<file path="src/cscmv_fifo.sv">
`timescale 1ns / 1ps
// ----------------------------------------------------------------------------
// cscmv_fifo
// Short command queue between the front and back ends.
// ----------------------------------------------------------------------------
module cscmv_fifo #(
  parameter int WIDTH = 8,
  parameter int DEPTH = 4
) (
  input  logic             clk,
  input  logic             rst,
  input  logic             wr,
  input  logic [WIDTH-1:0] din,
  output logic             full,
  input  logic             rd,
  output logic [WIDTH-1:0] dout,
  output logic             empty
);

  localparam int AW = (DEPTH > 1) ? $clog2(DEPTH) : 1;
  localparam int CW = $clog2(DEPTH + 1);

  logic [WIDTH-1:0] mem [DEPTH];
  logic [AW-1:0]    wptr;
  logic [AW-1:0]    rptr;
  logic [CW-1:0]    count;
  logic             do_wr;
  logic             do_rd;

  assign full  = (count == CW'(DEPTH));
  assign empty = (count == '0);
  assign do_wr = wr && !full;
  assign do_rd = rd && !empty;
  assign dout  = mem[rptr];

  always_ff @(posedge clk) begin
    if (rst) begin
      wptr  <= '0;
      rptr  <= '0;
      count <= '0;
    end else begin
      if (do_wr) begin
        wptr <= (wptr == AW'(DEPTH - 1)) ? '0 : wptr + AW'(1);
      end
      if (do_rd) begin
        rptr <= (rptr == AW'(DEPTH - 1)) ? '0 : rptr + AW'(1);
      end
      if (do_wr && !do_rd) begin
        count <= count + CW'(1);
      end else if (do_rd && !do_wr) begin
        count <= count - CW'(1);
      end
    end
  end

  always_ff @(posedge clk) begin
    if (do_wr) begin
      mem[wptr] <= din;
    end
  end

endmodule

</file>
<file path="config.mk">
export PLATFORM = sky130hd
export DESIGN_NAME = cscmv_fifo
export DESIGN_NICKNAME = d
export VERILOG_FILES = /design/src/cscmv_fifo.sv
export SDC_FILE = /design/constraint.sdc
export NUM_CORES = 1
export LEC_CHECK = 0
export BUFFER_PORTS_ARGS = -buffer_cell sky130_fd_sc_hd__buf_2
export CORE_MARGIN = 10
export CORE_UTILIZATION = 30
export DETAILED_ROUTE_END_ITERATION = 10
export SYNTH_ARGS = -nofsm -noshare
export SYNTH_HDL_FRONTEND = slang
export SYNTH_SLANG_ARGS = --single-unit
</file>
<file path="constraint.sdc">
create_clock -name clk -period 2.2 [get_ports clk]
set_input_delay 0.33 -clock clk [delete_from_list [all_inputs] [get_ports clk]]
set_output_delay 0.33 -clock clk [all_outputs]
set_load 0.02 [all_outputs]
</file>
# Yosys cells after proc, flatten, opt, wreduce, memory -nomap -nowiden
# Memory sizes are Yosys's and may differ from the RTL's. A register that Yosys moved wholly into a read port is not among the register bits.
# Cells that the tools add are included.
# word_totals
register_bits,7
latch_bits,0
mem_bits_rw,32
mem_bits_ro,0
in_bits,12
out_inout_bits,10
elab_cells,29
mem_count,1
# mem_list
memory,depth,width,rd,rd_clocked_by_memory_dff,write_ports,line,text
mem,4,8,1,1,1,23,logic [WIDTH-1:0] mem [DEPTH];
# classes
n_addsub,4
n_mul,0
n_div,0
order_cmp,0
n_eq_ne,3
shift,0
n_mux,8
bitwise_logic,0
reduce_logical,10
# ops
operator,n
two-way mux 2 bit,4
two-way mux 3 bit,2
adder 2 x 1 -> 2 bit (second input constant),2
== test 2 bit (second input constant),2
logical AND 1 bit,4
logical NOT 1 bit,4
adder 3 x 1 -> 3 bit (second input constant),1
== test 3 bit (second input constant),1
logical NOT 3 bit,1
subtractor 3 x 1 -> 3 bit (second input constant),1
two-way mux 1 bit,2
nonzero test 2 bit,1

# Depth between registers and ports, before layout
# depth
depth_word,7
depth_mapped,10
ltp_nobuf,9

# Least setup slack after synthesis
# OpenSTA, ideal clock, no wires.
# synth_path
path_type,register to register
from,reg count[0]
to,reg count[2]
setup_time_ns,0.070
arrival_time_ns,2.124
required_ns,2.130
slack_ns,0.006
stages_incl_launch_ff,11
path_buffers,1
synth_period_minus_slack_ns,2.194
cell_sequence,dfxtp_1 -> or3b_1 -> buf_6 -> clkinv_4 -> nor2_2 -> ha_1 -> inv_1 -> fa_1 -> xor2_1 -> or3_2 -> a21oi_1
# synth_via
elab_chain_len,6
word_cells_on_any_way,15
cone_classes,add/sub: 2; eq/ne: 1; mux: 2; reduce/logical: 10
# synth_lines
element,line,text
from (decl),26,logic [CW-1:0] count;
from (signal assigned),49,count <= count + CW'(1);
from (signal assigned),51,count <= count - CW'(1);
== test 3 bit (*),30,assign full = (count == CW'(DEPTH));
named net full,14,"output logic full,"
logical NOT 1 bit (*),32,assign do_wr = wr && !full;
logical AND 1 bit (*),32,
named net do_wr,27,logic do_wr;
logical NOT 1 bit,50,end else if (do_rd && !do_wr) begin
logical AND 1 bit,50,
nonzero test 2 bit (no source line),--,
# The timed path passes the listed nets; every way through them passes the cells marked *. The select of a mux whose other input is x is not followed.
# A chain may end at the register's enable or synchronous reset.

# Final worst setup path
# layout_path
from,reg count[2]
to,reg count[2]
# layout_via
elab_chain_len,6
word_cells_on_any_way,15
cone_classes,add/sub: 2; eq/ne: 1; mux: 2; reduce/logical: 10
# layout_lines
element,line
== test 3 bit (*),30
logical NOT 1 bit (*),32
logical AND 1 bit (*),32
named net do_wr,27
logical NOT 1 bit,50
logical AND 1 bit,50
nonzero test 2 bit (no source line),--
# Marked as above.

==> flow_summary_export.csv <==
group,metric,value,unit
status,status,"complete, no violations",
worst_setup_path,crit_type,"register to register",
sta,relSlewSlack,0.722,
placed_design,portBuffers,21,
layout,fillCellCount,513,
sta,fmax,0.487,GHz
yosys,seq_area_frac_synth,0.694,
yosys,synthTopCellsByCount,"32 x edfxtp_1, 9 x dfxtp_1, 8 x mux4_2",
routing,remaining_drc_errors,0,
run,max-cap-violations,0,
sta,min_period,2.05,ns
yosys,synth.most_common_cell,"edfxtp_1",
yosys,yosys.area_share.simple,0.0570,
grt,gr-usage-met1,0.0701,
yosys,synth-seq-cells,41,
routing,ant_nets,0,
die,die-width,94.1,µm
layout,finalNetCount,141,
worst_setup_path,crit_arrival,2.28,ns
grt,grt_pass1_wl,4660,µm
hold_path,holdCritStartpoint,"din[7]",
layout,drive_gt1_frac,0.480,
routing,drt_wl_total,2980,µm
worst_setup_path,cp.required,2.43,ns
cts,cts-hold-fix-buffers,0,
grt,track_usage,0.0707,
yosys,synth_mux_area_frac,0.122,
cts,cts_sinks,41,
die,die-area,8850,µm²
yosys,synth-xor-area-share,0.0106,
yosys,netlist_instances,92,
routing,vias_per_cell,4.50,
worst_setup_path,regToRegStartpoint,"count[2]",
yosys,synthArstFlopShare,0,
yosys,yosysWarnings,0,
yosys,ys_dominant_reg_cell,"edfxtp_1",
sta,finalMaxSlewViolations,0,
grt,grt_max_degree,15,
cts,cts-root-buf,"clkbuf_8",
power,report.power.total,2300,µW
yosys,ys_top_cells_by_area,"edfxtp_1 58%, dfxtp_1 11%, mux4_2 11%, ha_1 4.6%, and3_2 1.8%",
routing,initialDrtViolationCount,12,
yosys,syn_area,1650,µm²
worst_setup_path,cp_max_fo,5,
placed_design,place.gp.congestion,0.744,
worst_setup_path,crit_path_start,"count[2]",
cts,clk_pin_slew,0.08,ns
sta,skew,0.00769,ns
yosys,synth_cell_types,26,
worst_setup_path,endpoint_kind,"register",
yosys,synth_compound_area_frac,0.0304,
grt,grt_use_met3,0.0312,
grt,grt_overflow,0,
sta,hold_viol,0,
layout,antenna_cells,0,
routing,via_count,868,
yosys,yosysTopAreaCellShare,0.584,
die,core_area,5200,µm²
yosys,syn_avg_cell_area,17.9,µm²
die,start_util,0.316,
yosys,syn_nets,111,
yosys,synth_edf_count,32,
sta,setup_viol,0,
yosys,synth_top_family_by_area,"multiplexers",
cts,cts_buffer_depth,2,
power,powerDensity,1140,nW/µm²
sta,worst_pin_slew,0.416,ns
cts,cts_tree,"yes",
layout,utilization,0.386,
grt,grt_pass1_vias,973,
routing,drt_first_pass_iters,4,
power,ir_drop,520,µV
routing,avgRoutedWirePerCell,15.4,µm
power,p_leak,0.000734,µW
cts,cts_max_level,2,
die,die_h,94.1,µm
sta,period_share,0.932,
yosys,yosysTopAreaCell,"edfxtp_1",
sta,rsz0062_at_grt,"no",
layout,areaGrowthSynthToFinish,22.1,%
cts,clk_latency,0.29,ns
cts,cts_buffers,5,
placed_design,hpwl,2100,µm
grt,antenna_found_initial,0,
yosys,synth_adder_area_share,0.0578,
worst_setup_path,startpoint_type,"register",
grt,use_met2,0.122,
hold_path,worstHoldPathType,"input port to register",
die,rows,26,
die,ios,22,
grt,grt_busiest_layer,"met2",
final timing paths:
path                    end  slack [ns]  cells after the start
setup / recovery   count[2]        0.15                      9
hold / removal    mem[2][7]        0.25                      1
setup reg to reg   count[2]        0.15                      9
hold reg to reg     rptr[0]        0.52                      2
what timing repair did:
| action | CTS | global route |
|---|---|---|
| gates resized for setup | 5 | 6 |
| setup buffers | 1 | 1 |
| endpoints found under the setup margin | 1 | 1 |
| pin swaps | 0 | 1 |
kinds of logic (layout without fill, tap and decap cells):
kind of cell,after synthesis,after routing
fa+ha+maj,7,7
xor+xnor,2,2
compound gates,7,7
flops,41,41
simple gates,16,16
buf+inv,9,40
mux,10,10
critical path: stages (launching register included):
cell and delay (ns):
dfxtp_4 0.37, or3b_4 0.26, clkinv_4 0.06, nor2_4 0.08, ha_2 0.19, inv_1 0.06
fa_2 0.34, xor2_1 0.17, or3_4 0.34, a21oi_2 0.13
registers in the layout, summed over array words and instances (netlist names), named ones only:
signal / count
mem: 32
count: 3
rptr: 2
wptr: 2
cell usage in the layout, fill, tap and decap left out, drive strengths merged:
cell type / instances
a21oi: 3
and3: 4
buf: 27
bufinv: 1
clkbuf: 5
clkinv: 2
clkinvlp: 1
dfxtp: 9
edfxtp: 32
fa: 1
ha: 6
inv: 4
mux2i: 2
mux4: 8
nand2: 1
nand3: 2
nor2: 4
nor3: 2
o21ai: 2
o31ai: 2
or3: 2
or3b: 1
xor2: 2
report_power, final:
group | switching [µW] | internal [µW] | leakage, µW
Clock | 259 | 339 | 0.0000543
Combinational | 363 | 319 | 0.000311
Sequential | 69.3 | 950 | 0.000369
layout make-up:
type	instances	area, µm²	share of cell area
inverters	5	23.8	0.0118
well taps	70	87.6	0.0436
clock inverters	3	46.3	0.0230
multi-input cells	42	485	0.242
repair buffers	27	150	0.0747
clock buffers	5	68.8	0.0342
flip-flops and latches	41	1150	0.571
stage by stage:
stage / TNS [ns] / setup slack (ns) / hold WS, ns / instance area, µm² / cells
after floorplan: 0 / 0.00613 / 0.429 / 1650 / 92
after global placement: 0 / 0.0542 / 0.478 / 1840 / 183
after detailed placement: -0.145 / -0.145 / 0.495 / 1840 / 183
after CTS: 0 / 0.00459 / 0.249 / 1980 / 192
after global routing: 0 / 0.0786 / 0.249 / 2010 / 193
final: 0 / 0.149 / 0.252 / 2010 / 193
per-layer routing:
| layer | wire length [µm] | part of all wire | vias up |
|---|---|---|---|
| li1 | - | - | 412 |
| met1 | 1170 | 0.39 | 430 |
| met2 | 1560 | 0.53 | 21 |
| met3 | 194 | 0.065 | 5 |
| met4 | 45 | 0.015 | 0 |
| met5 | 0 | 0 | - |
Note: power is estimated with default switching activity, not from simulation.
